`config.mk`:
```
export PLATFORM = sky130hd
export DESIGN_NAME = horizontal_impact_detector
export DESIGN_NICKNAME = d
export VERILOG_FILES = /design/src/rtl/core/hid_pkg.sv /design/src/rtl/core/hid_sequencer.sv /design/src/rtl/core/hid_datapath.sv /design/src/rtl/core/horizontal_impact_detector.sv
export SDC_FILE = /design/constraint.sdc
export NUM_CORES = 2
export LEC_CHECK = 0
export ABC_AREA = 1
export BUFFER_PORTS_ARGS = -buffer_cell sky130_fd_sc_hd__buf_2
export CORE_UTILIZATION = 35
export CTS_BUF_LIST = sky130_fd_sc_hd__clkbuf_4 sky130_fd_sc_hd__clkbuf_8
export DETAILED_ROUTE_END_ITERATION = 10
export SYNTH_ARGS = -nofsm -noshare
export SYNTH_HDL_FRONTEND = slang
export SYNTH_SLANG_ARGS = --single-unit
```
`constraint.sdc`:
```
create_clock -name clk_i -period 11.1 [get_ports clk_i]
set_clock_uncertainty 0.1 [all_clocks]
set_input_delay 0.555 -clock clk_i [delete_from_list [all_inputs] [get_ports clk_i]]
set_output_delay 0.555 -clock clk_i [all_outputs]
set_load 0.01 [all_outputs]
```
`src/rtl/core/hid_pkg.sv`:
```
// ----------------------------------------------------------------------------
// hid_pkg
// Shared widths, microcode field codes, control word layout and the
// microprogram of the horizontal impact detector.
// ----------------------------------------------------------------------------
package hid_pkg;

  // Field widths of one sample and of one result
  localparam int ACCEL_W = 16;
  localparam int QUAT_W  = 16;
  localparam int THR_W   = 15;
  localparam int MAG_W   = 32;

  localparam logic [THR_W-1:0] THR_RESET = 15'd2511;

  // Fraction bits dropped from a Q4.28 matrix entry and from a rotated axis
  localparam int FRAC_W = 14;

  // Datapath widths: matrix entries fit 20 bits, world axes 22 bits
  localparam int ROW_W  = 20;
  localparam int AXIS_W = 22;
  localparam int OPD_W  = 22;
  localparam int PROD_W = 2 * OPD_W;
  localparam int ACC_W  = 46;

  // Microprogram size
  localparam int STEP_W    = 5;
  localparam int NUM_STEPS = 29;

  // One sample on tdata, accel_x in the lowest bits
  typedef struct packed {
    logic signed [QUAT_W-1:0]  quat_z;
    logic signed [QUAT_W-1:0]  quat_y;
    logic signed [QUAT_W-1:0]  quat_x;
    logic signed [QUAT_W-1:0]  quat_w;
    logic signed [ACCEL_W-1:0] accel_z;
    logic signed [ACCEL_W-1:0] accel_y;
    logic signed [ACCEL_W-1:0] accel_x;
  } in_data_t;

  localparam int IN_DATA_W = $bits(in_data_t);

  // Multiplier operand select
  typedef enum logic [3:0] {
    OPD_QW,
    OPD_QX,
    OPD_QY,
    OPD_QZ,
    OPD_AX,
    OPD_AY,
    OPD_AZ,
    OPD_R0,
    OPD_R1,
    OPD_R2,
    OPD_WX,
    OPD_WY,
    OPD_TH
  } opd_sel_e;

  // Accumulator operation on the registered product
  typedef enum logic [1:0] {
    ACC_NOP,
    ACC_LOAD,
    ACC_ADD,
    ACC_SUB
  } acc_op_e;

  // Writeback target of the accumulator
  typedef enum logic [2:0] {
    WB_NONE,
    WB_R0,
    WB_R1,
    WB_R2,
    WB_WX,
    WB_WY,
    WB_MAG
  } wb_dst_e;

  // Conditional jump: stay on the current step while the condition holds
  typedef enum logic [1:0] {
    HOLD_NONE,
    HOLD_IN,
    HOLD_OUT
  } hold_e;

  // One control word
  typedef struct packed {
    opd_sel_e sel_a;
    opd_sel_e sel_b;
    acc_op_e  acc_op;
    wb_dst_e  wb_dst;
    logic     wb_half;    // doubled matrix entry: drop one bit less
    hold_e    hold;
    logic     take_item;  // idle step: sample port is open
    logic     finish;     // last step: update flags, issue result, wrap
  } uword_t;

  // Status from the datapath to the top level
  typedef struct packed {
    logic             above;
    logic [MAG_W-1:0] mag;
  } dp_status_t;

  function automatic uword_t mk_word(input opd_sel_e a, input opd_sel_e b,
                                     input acc_op_e op, input wb_dst_e dst,
                                     input logic half, input hold_e hold,
                                     input logic take, input logic fin);
    uword_t w;
    w.sel_a     = a;
    w.sel_b     = b;
    w.acc_op    = op;
    w.wb_dst    = dst;
    w.wb_half   = half;
    w.hold      = hold;
    w.take_item = take;
    w.finish    = fin;
    return w;
  endfunction

  // Microprogram. A product issued at step k is accumulated at step k+1;
  // a writeback at step k sees the accumulator as left by step k-1.
  function automatic uword_t ucode(input logic [STEP_W-1:0] step);
    uword_t w;
    unique case (step)
      // idle, wait for a sample
      5'd0:  w = mk_word(OPD_QW, OPD_QW, ACC_NOP,  WB_NONE, 1'b0, HOLD_IN,   1'b1, 1'b0);
      // row 0: R00 = aa + bb - cc - dd
      5'd1:  w = mk_word(OPD_QW, OPD_QW, ACC_NOP,  WB_NONE, 1'b0, HOLD_NONE, 1'b0, 1'b0);
      5'd2:  w = mk_word(OPD_QX, OPD_QX, ACC_LOAD, WB_NONE, 1'b0, HOLD_NONE, 1'b0, 1'b0);
      5'd3:  w = mk_word(OPD_QY, OPD_QY, ACC_ADD,  WB_NONE, 1'b0, HOLD_NONE, 1'b0, 1'b0);
      5'd4:  w = mk_word(OPD_QZ, OPD_QZ, ACC_SUB,  WB_NONE, 1'b0, HOLD_NONE, 1'b0, 1'b0);
      // R01 = 2(bc - ad)
      5'd5:  w = mk_word(OPD_QX, OPD_QY, ACC_SUB,  WB_NONE, 1'b0, HOLD_NONE, 1'b0, 1'b0);
      5'd6:  w = mk_word(OPD_QW, OPD_QZ, ACC_LOAD, WB_R0,   1'b0, HOLD_NONE, 1'b0, 1'b0);
      // R02 = 2(ac + bd)
      5'd7:  w = mk_word(OPD_QW, OPD_QY, ACC_SUB,  WB_NONE, 1'b0, HOLD_NONE, 1'b0, 1'b0);
      5'd8:  w = mk_word(OPD_QX, OPD_QZ, ACC_LOAD, WB_R1,   1'b1, HOLD_NONE, 1'b0, 1'b0);
      // wx = R0 . a
      5'd9:  w = mk_word(OPD_R0, OPD_AX, ACC_ADD,  WB_NONE, 1'b0, HOLD_NONE, 1'b0, 1'b0);
      5'd10: w = mk_word(OPD_R1, OPD_AY, ACC_LOAD, WB_R2,   1'b1, HOLD_NONE, 1'b0, 1'b0);
      5'd11: w = mk_word(OPD_R2, OPD_AZ, ACC_ADD,  WB_NONE, 1'b0, HOLD_NONE, 1'b0, 1'b0);
      // row 1: R10 = 2(bc + ad)
      5'd12: w = mk_word(OPD_QX, OPD_QY, ACC_ADD,  WB_NONE, 1'b0, HOLD_NONE, 1'b0, 1'b0);
      5'd13: w = mk_word(OPD_QW, OPD_QZ, ACC_LOAD, WB_WX,   1'b0, HOLD_NONE, 1'b0, 1'b0);
      // R11 = aa - bb + cc - dd
      5'd14: w = mk_word(OPD_QW, OPD_QW, ACC_ADD,  WB_NONE, 1'b0, HOLD_NONE, 1'b0, 1'b0);
      5'd15: w = mk_word(OPD_QX, OPD_QX, ACC_LOAD, WB_R0,   1'b1, HOLD_NONE, 1'b0, 1'b0);
      5'd16: w = mk_word(OPD_QY, OPD_QY, ACC_SUB,  WB_NONE, 1'b0, HOLD_NONE, 1'b0, 1'b0);
      5'd17: w = mk_word(OPD_QZ, OPD_QZ, ACC_ADD,  WB_NONE, 1'b0, HOLD_NONE, 1'b0, 1'b0);
      // R12 = 2(cd - ab)
      5'd18: w = mk_word(OPD_QY, OPD_QZ, ACC_SUB,  WB_NONE, 1'b0, HOLD_NONE, 1'b0, 1'b0);
      5'd19: w = mk_word(OPD_QW, OPD_QX, ACC_LOAD, WB_R1,   1'b0, HOLD_NONE, 1'b0, 1'b0);
      // wy = R1 . a
      5'd20: w = mk_word(OPD_R0, OPD_AX, ACC_SUB,  WB_NONE, 1'b0, HOLD_NONE, 1'b0, 1'b0);
      5'd21: w = mk_word(OPD_R1, OPD_AY, ACC_LOAD, WB_R2,   1'b1, HOLD_NONE, 1'b0, 1'b0);
      5'd22: w = mk_word(OPD_R2, OPD_AZ, ACC_ADD,  WB_NONE, 1'b0, HOLD_NONE, 1'b0, 1'b0);
      // squared magnitude, then compare against threshold squared
      5'd23: w = mk_word(OPD_WX, OPD_WX, ACC_ADD,  WB_NONE, 1'b0, HOLD_NONE, 1'b0, 1'b0);
      5'd24: w = mk_word(OPD_WX, OPD_WX, ACC_LOAD, WB_WY,   1'b0, HOLD_NONE, 1'b0, 1'b0);
      5'd25: w = mk_word(OPD_WY, OPD_WY, ACC_NOP,  WB_NONE, 1'b0, HOLD_NONE, 1'b0, 1'b0);
      5'd26: w = mk_word(OPD_TH, OPD_TH, ACC_ADD,  WB_NONE, 1'b0, HOLD_NONE, 1'b0, 1'b0);
      5'd27: w = mk_word(OPD_TH, OPD_TH, ACC_SUB,  WB_MAG,  1'b0, HOLD_NONE, 1'b0, 1'b0);
      // issue result once the output register is free
      5'd28: w = mk_word(OPD_TH, OPD_TH, ACC_NOP,  WB_NONE, 1'b0, HOLD_OUT,  1'b0, 1'b1);
      default: w = mk_word(OPD_QW, OPD_QW, ACC_NOP, WB_NONE, 1'b0, HOLD_NONE, 1'b0, 1'b1);
    endcase
    return w;
  endfunction

endpackage

```
`src/rtl/core/hid_sequencer.sv`:
```
// ----------------------------------------------------------------------------
// hid_sequencer
// Step counter and microcode lookup; holds on a step while its jump
// condition is true, wraps to the idle step after the last one.
// ----------------------------------------------------------------------------
module hid_sequencer (
  input  logic           clk_i,
  input  logic           rst_ni,
  input  logic           in_valid_i,
  input  logic           out_stall_i,
  output hid_pkg::uword_t ctrl_o
);

  logic [hid_pkg::STEP_W-1:0] step_q, step_d;
  logic                       hold;

  // Fetch the control word of the current step
  assign ctrl_o = hid_pkg::ucode(step_q);

  // Evaluate the jump condition
  always_comb begin
    unique case (ctrl_o.hold)
      hid_pkg::HOLD_IN:  hold = ~in_valid_i;
      hid_pkg::HOLD_OUT: hold = out_stall_i;
      default:           hold = 1'b0;
    endcase
  end

  // Advance, hold or wrap
  always_comb begin
    if (hold) begin
      step_d = step_q;
    end else if (ctrl_o.finish) begin
      step_d = '0;
    end else begin
      step_d = step_q + 1'b1;
    end
  end

  always_ff @(posedge clk_i or negedge rst_ni) begin
    if (!rst_ni) begin
      step_q <= '0;
    end else begin
      step_q <= step_d;
    end
  end

endmodule

```
`src/rtl/core/hid_datapath.sv`:
```
// ----------------------------------------------------------------------------
// hid_datapath
// Operand registers, one shared signed multiplier with a product register,
// an accumulator and the writeback path, all steered by the control word.
// ----------------------------------------------------------------------------
module hid_datapath (
  input  logic                            clk_i,
  input  hid_pkg::uword_t                 ctrl_i,
  input  logic                            load_i,
  input  hid_pkg::in_data_t               item_i,
  input  logic [hid_pkg::THR_W-1:0]       thr_i,
  output hid_pkg::dp_status_t             status_o
);

  // Sample operands
  logic signed [hid_pkg::ACCEL_W-1:0] ax_q, ay_q, az_q;
  logic signed [hid_pkg::QUAT_W-1:0]  qw_q, qx_q, qy_q, qz_q;

  // Intermediate results
  logic signed [hid_pkg::ROW_W-1:0]   r0_q, r1_q, r2_q;
  logic signed [hid_pkg::AXIS_W-1:0]  wx_q, wy_q;
  logic [hid_pkg::MAG_W-1:0]          mag_q;

  logic signed [hid_pkg::OPD_W-1:0]   opa, opb;
  logic signed [hid_pkg::PROD_W-1:0]  prod_q;
  logic signed [hid_pkg::ACC_W-1:0]   acc_q, acc_d, prod_ext, acc_shr;

  function automatic logic signed [hid_pkg::OPD_W-1:0] pick(
    input hid_pkg::opd_sel_e                sel,
    input logic signed [hid_pkg::ACCEL_W-1:0] ax,
    input logic signed [hid_pkg::ACCEL_W-1:0] ay,
    input logic signed [hid_pkg::ACCEL_W-1:0] az,
    input logic signed [hid_pkg::QUAT_W-1:0]  qw,
    input logic signed [hid_pkg::QUAT_W-1:0]  qx,
    input logic signed [hid_pkg::QUAT_W-1:0]  qy,
    input logic signed [hid_pkg::QUAT_W-1:0]  qz,
    input logic signed [hid_pkg::ROW_W-1:0]   r0,
    input logic signed [hid_pkg::ROW_W-1:0]   r1,
    input logic signed [hid_pkg::ROW_W-1:0]   r2,
    input logic signed [hid_pkg::AXIS_W-1:0]  wx,
    input logic signed [hid_pkg::AXIS_W-1:0]  wy,
    input logic [hid_pkg::THR_W-1:0]          th);
    logic signed [hid_pkg::OPD_W-1:0] v;
    unique case (sel)
      hid_pkg::OPD_QW: v = hid_pkg::OPD_W'(qw);
      hid_pkg::OPD_QX: v = hid_pkg::OPD_W'(qx);
      hid_pkg::OPD_QY: v = hid_pkg::OPD_W'(qy);
      hid_pkg::OPD_QZ: v = hid_pkg::OPD_W'(qz);
      hid_pkg::OPD_AX: v = hid_pkg::OPD_W'(ax);
      hid_pkg::OPD_AY: v = hid_pkg::OPD_W'(ay);
      hid_pkg::OPD_AZ: v = hid_pkg::OPD_W'(az);
      hid_pkg::OPD_R0: v = hid_pkg::OPD_W'(r0);
      hid_pkg::OPD_R1: v = hid_pkg::OPD_W'(r1);
      hid_pkg::OPD_R2: v = hid_pkg::OPD_W'(r2);
      hid_pkg::OPD_WX: v = hid_pkg::OPD_W'(wx);
      hid_pkg::OPD_WY: v = hid_pkg::OPD_W'(wy);
      hid_pkg::OPD_TH: v = {{(hid_pkg::OPD_W - hid_pkg::THR_W){1'b0}}, th};
      default:         v = '0;
    endcase
    return v;
  endfunction

  // Select multiplier operands
  assign opa = pick(ctrl_i.sel_a, ax_q, ay_q, az_q, qw_q, qx_q, qy_q, qz_q,
                    r0_q, r1_q, r2_q, wx_q, wy_q, thr_i);
  assign opb = pick(ctrl_i.sel_b, ax_q, ay_q, az_q, qw_q, qx_q, qy_q, qz_q,
                    r0_q, r1_q, r2_q, wx_q, wy_q, thr_i);

  // Accumulate the product issued on the previous step
  assign prod_ext = hid_pkg::ACC_W'(prod_q);

  always_comb begin
    case (ctrl_i.acc_op)
      hid_pkg::ACC_LOAD: acc_d = prod_ext;
      hid_pkg::ACC_ADD:  acc_d = acc_q + prod_ext;
      hid_pkg::ACC_SUB:  acc_d = acc_q - prod_ext;
      default:           acc_d = acc_q;
    endcase
  end

  // Floor the accumulator by dropping 14 fraction bits, 13 for doubled entries
  assign acc_shr = ctrl_i.wb_half ? (acc_q >>> (hid_pkg::FRAC_W - 1))
                                  : (acc_q >>> hid_pkg::FRAC_W);

  // Load sample operands
  always_ff @(posedge clk_i) begin
    if (load_i) begin
      ax_q <= item_i.accel_x;
      ay_q <= item_i.accel_y;
      az_q <= item_i.accel_z;
      qw_q <= item_i.quat_w;
      qx_q <= item_i.quat_x;
      qy_q <= item_i.quat_y;
      qz_q <= item_i.quat_z;
    end
  end

  // Multiply and accumulate
  always_ff @(posedge clk_i) begin
    prod_q <= opa * opb;
    acc_q  <= acc_d;
  end

  // Write back intermediate results
  always_ff @(posedge clk_i) begin
    unique case (ctrl_i.wb_dst)
      hid_pkg::WB_R0: r0_q <= acc_shr[hid_pkg::ROW_W-1:0];
      hid_pkg::WB_R1: r1_q <= acc_shr[hid_pkg::ROW_W-1:0];
      hid_pkg::WB_R2: r2_q <= acc_shr[hid_pkg::ROW_W-1:0];
      hid_pkg::WB_WX: wx_q <= acc_shr[hid_pkg::AXIS_W-1:0];
      hid_pkg::WB_WY: wy_q <= acc_shr[hid_pkg::AXIS_W-1:0];
      hid_pkg::WB_MAG: begin
        // saturate the non-negative sum of squares to 32 bits
        if (|acc_q[hid_pkg::ACC_W-1:hid_pkg::MAG_W]) begin
          mag_q <= '1;
        end else begin
          mag_q <= acc_q[hid_pkg::MAG_W-1:0];
        end
      end
      default: ;
    endcase
  end

  // Accumulator holds magnitude minus threshold squared on the last step
  assign status_o.above = ~acc_q[hid_pkg::ACC_W-1] & (|acc_q);
  assign status_o.mag   = mag_q;

endmodule

```
`src/rtl/core/horizontal_impact_detector.sv`:
```
// ----------------------------------------------------------------------------
// horizontal_impact_detector
// Rotates body acceleration to the world frame, squares the horizontal part
// and tracks the impact recovery flag against a programmable threshold.
// ----------------------------------------------------------------------------
// A sample is taken only in the idle step of a 29-step microprogram, so the
// block takes no new sample before it is through with the previous one. The
// length of the program is set by the single 22x22 multiplier through which
// all quaternion products, the two matrix-row dot products and the squares
// pass one per cycle. The result sits in an output register, so a new sample
// may be taken while it waits; if the previous result is still waiting when
// the next one is ready, the program holds on its last step.
// The threshold may be written at any time the block is idle.
module horizontal_impact_detector (
  input  logic                                clk_i,
  input  logic                                rst_ni,
  // sample stream
  input  logic                                s_axis_tvalid,
  output logic                                s_axis_tready,
  // accel_x, accel_y, accel_z, quat_w, quat_x, quat_y, quat_z
  input  logic [hid_pkg::IN_DATA_W-1:0]       s_axis_tdata,
  // is_armed, recovery_reset
  input  logic [1:0]                          s_axis_tuser,
  // result stream
  output logic                                m_axis_tvalid,
  input  logic                                m_axis_tready,
  // horizontal_mag_sq
  output logic [hid_pkg::MAG_W-1:0]           m_axis_tdata,
  // in_recovery
  output logic [0:0]                          m_axis_tuser,
  // threshold write channel
  input  logic                                cfg_valid_i,
  output logic                                cfg_ready_o,
  input  logic [hid_pkg::THR_W-1:0]           cfg_data_i
);

  hid_pkg::uword_t     ctrl;
  hid_pkg::dp_status_t status;

  logic                      item_take, out_stall, finish_fire;
  logic [hid_pkg::THR_W-1:0] thr_q;
  logic                      armed_q, rreset_q;
  logic                      rec_q, rec_d, spike_done_q, spike_done_d;
  logic                      m_valid_q;
  logic [hid_pkg::MAG_W-1:0] m_data_q;
  logic                      m_rec_q;

  assign s_axis_tready = ctrl.take_item;
  assign item_take     = s_axis_tvalid & ctrl.take_item;
  assign out_stall     = m_valid_q & ~m_axis_tready;
  assign finish_fire   = ctrl.finish & ~out_stall;

  hid_sequencer u_seq (
    .clk_i       (clk_i),
    .rst_ni      (rst_ni),
    .in_valid_i  (s_axis_tvalid),
    .out_stall_i (out_stall),
    .ctrl_o      (ctrl)
  );

  hid_datapath u_dp (
    .clk_i    (clk_i),
    .ctrl_i   (ctrl),
    .load_i   (item_take),
    .item_i   (hid_pkg::in_data_t'(s_axis_tdata)),
    .thr_i    (thr_q),
    .status_o (status)
  );

  // Threshold register, always ready
  assign cfg_ready_o = 1'b1;

  always_ff @(posedge clk_i or negedge rst_ni) begin
    if (!rst_ni) begin
      thr_q <= hid_pkg::THR_RESET;
    end else if (cfg_valid_i) begin
      thr_q <= cfg_data_i;
    end
  end

  // Latch the sample flags
  always_ff @(posedge clk_i) begin
    if (item_take) begin
      armed_q  <= s_axis_tuser[0];
      rreset_q <= s_axis_tuser[1];
    end
  end

  // Recovery flag update: re-arm first, then detect or clear
  always_comb begin
    rec_d        = rec_q;
    spike_done_d = spike_done_q;
    if (armed_q) begin
      spike_done_d = spike_done_q | ~status.above;
      if (!rec_q && spike_done_d) begin
        if (status.above) begin
          rec_d        = 1'b1;
          spike_done_d = 1'b0;
        end
      end else if (rec_q && rreset_q) begin
        rec_d = 1'b0;
      end
    end
  end

  always_ff @(posedge clk_i or negedge rst_ni) begin
    if (!rst_ni) begin
      rec_q        <= 1'b0;
      spike_done_q <= 1'b1;
    end else if (finish_fire) begin
      rec_q        <= rec_d;
      spike_done_q <= spike_done_d;
    end
  end

  // Output register: load on finish, drop on transfer
  always_ff @(posedge clk_i or negedge rst_ni) begin
    if (!rst_ni) begin
      m_valid_q <= 1'b0;
    end else if (finish_fire) begin
      m_valid_q <= 1'b1;
    end else if (m_axis_tready) begin
      m_valid_q <= 1'b0;
    end
  end

  always_ff @(posedge clk_i) begin
    if (finish_fire) begin
      m_data_q <= status.mag;
      m_rec_q  <= rec_d;
    end
  end

  assign m_axis_tvalid   = m_valid_q;
  assign m_axis_tdata    = m_data_q;
  assign m_axis_tuser[0] = m_rec_q;

endmodule

```
==> run metrics <==
Num CTS Buffers 75; Worst path top cell family by delay adder cells; Max transition margin 13.0%; clock root buffer clkbuf_8; H-Tree Level Count 3; clk sinks 396; fin cells 7025; final-report setup violation count 0; Layout Nets 6253; dpl hpwl 126 mm; Crit-path slowest cell fa_1; die extent in x 347 µm; initial antenna violation count 5; I/O Buffers 168; syn_nets 5940; overall routing resource usage 26.5%; RSZ-0062 raised after global routing false; DR vias 36976; Layout area overhead 13.8%; largest net degree at the start of global routing 73; register area share after synthesis 27.3%; Synth cell types 54; GR Overflow Total 0; Starting Density 35.3%; final core occ 40.1%; Mapped Cells 5112; worst-margin pin slew 1.30 ns; most common cell after layout, fill and taps aside nand2_1; max frequency 94.9 MHz; status completed; Setup TNS 0 ns; CORE AREA 0.118 mm²; first-iteration detailed-routing DRC count 3555; CP endpoint kind flip-flop; Post-Route WL 159 mm; cell area after synthesis 0.0416 mm²; synth warn 0; fraction of layout cells with a size suffix above 1 9.33%; top_reg_cell synth edfxtp_1; Period minus WS final 10.53 ns; mean post-synth cell area 8.14 µm²; vias per cell 5.26; CP startpoint kind flip-flop; Hold Vio Cnt, Final 0; Die Area 0.120 mm²; number of synthesized flops with an enable pin 329; clk_lat worst skew 0.75 ns; CTS tree done; Post-CTS Setup Bufs 0; Clk pin slew, worst setup/hold paths 0.06 ns; row cnt 126; placed cells 6753; Worst path max stage delay 0.85 ns; antenna-violating nets left 0; most frequent cells in the layout nand2_1, inv_1, nor2_1, fa_1, nand3_1; first-pass GRT wire length 239 mm; placer's final routability congestion estimate 1.00; Buf/Inv on CP 9; Routed WL per cell 22.7 µm; die height 347 µm; worst hold path class in2reg; drt pass-1 iters 6; final worst path period share 94.9%; FFs w/ async S/R, synth 5.81%; WP data arrival 11.03 ns; clock buffer depth 3; max_cap viols 0; post-synthesis register bit count 396; vias in the first global route 37311; critical path fanouts, max 37; pins over their slew limit 0; Critical Path RT 11.59 ns; I/O pins 170; Setup CP Type reg2reg; DRC viols 0
[area by class of cell]
class	count	area, µm²
multi-input combinational	3679	26200
clock inverter	26	338
fill	11897	70600
sequential	396	11300
clock buffer	111	1360
timing repair buffer	387	2810
antenna	4	10.0
inverter	886	3330
tap	1536	1920
[Yosys cell counts (all sizes together) (10+ instances only)]
master / number / area, µm²
xor2: 70 / 613
nor2: 671 / 2640
edfxtp: 329 / 9880
nand3: 438 / 2280
nand4: 105 / 672
a21o: 10 / 75.1
nand2: 1195 / 4530
nor3: 26 / 130
ha: 192 / 2400
clkbuf: 34 / 128
buf: 118 / 692
dfrtp: 14 / 350
o21bai: 21 / 158
fa: 502 / 10000
o21ai: 201 / 1010
a31oi: 15 / 93.8
inv: 886 / 3330
xnor2: 24 / 210
mux2: 11 / 124
dfxtp: 44 / 881
a21oi: 132 / 664
nor4: 14 / 87.6
[worst min-delay path, stage by stage]
cell and delay (ns):
buf_2 0.07, nor2_1 0.07, inv_1 0.08, nand2_1 0.05
[registers in the layout, indices dropped and copies added, names as in the netlist, 20 cells and up]
register and cells:
u_dp.wy_q 22, u_dp.mag_q 32, u_dp.r2_q 20, u_dp.r1_q 20
u_dp.r0_q 20, m_axis_tdata 32, u_dp.wx_q 22, u_dp.acc_q 46
u_dp.prod_q 44
[what timing repair did]
| action | 4_1_cts | 5_1_grt |
|---|---|---|
| hold buffers | 130 | 0 |
| resized for setup | 0 | 1 |
| endpoints found under the hold margin | 143 | 0 |
| setup endpoints to repair | 0 | 2 |
[metrics by stage]
stage | instance area, µm² | worst slack, ns | hold slack (ns)
after floorplan | 41600 | 3.02 | 0.159
after global placement | 44300 | 0.593 | 0.302
after detailed placement | 44300 | 0.578 | 0.305
after CTS | 47300 | 0.431 | 0.0262
after global routing | 47300 | 0.0477 | 0.104
final | 47300 | 0.566 | 0.0794
[path summary, 6_finish.rpt]
kind | startpoint | endpoint | slack (ns) | depth (start not counted)
worst max-delay path | u_seq.step_q[3]$_DFFE_PN0N_ | u_dp.prod_q[41]$_DFF_P_ | 0.57 | 34
worst min register to register | u_dp.mag_q[25]$_SDFFCE_PN1N_ | m_axis_tdata[25]$_DFFE_PP_ | 0.31 | 0
worst max register to register | u_seq.step_q[3]$_DFFE_PN0N_ | u_dp.prod_q[41]$_DFF_P_ | 0.57 | 34
max in group asynchronous | rst_ni | u_seq.step_q[3]$_DFFE_PN0N_ | 10.13 | 2
worst min-delay path | m_axis_tready | m_axis_tvalid$_DFFE_PN0P_ | 0.08 | 4
min in group asynchronous | rst_ni | u_seq.step_q[0]$_DFFE_PN0N_ | 0.30 | 2
[per-layer routing]
| layer | part of all wire [%] | track usage (%) | vias to the layer above | wire length (µm) |
|---|---|---|---|---|
| met5 | 0 | 0 | - | 0 |
| met4 | 5.8 | 13.6 | 0 | 9270 |
| met3 | 8.8 | 4.40 | 393 | 14000 |
| met2 | 45 | 42.6 | 1931 | 72300 |
| met1 | 40 | 34.5 | 17904 | 63900 |
| li1 | - | - | 16748 | - |
[logic make-up after synthesis]
kind of cell | share of synthesized area, %
flops | 27.3
mux | 0.298
fa+ha+maj | 29.9
other cells | 0.00902
xor+xnor | 1.98
compound gates | 5.21
buf+inv | 9.97
simple gates | 25.3
Power is left out: the tool's default activity adds up to more than one toggle a clock period on the data nets, which glitch-free logic cannot reach.
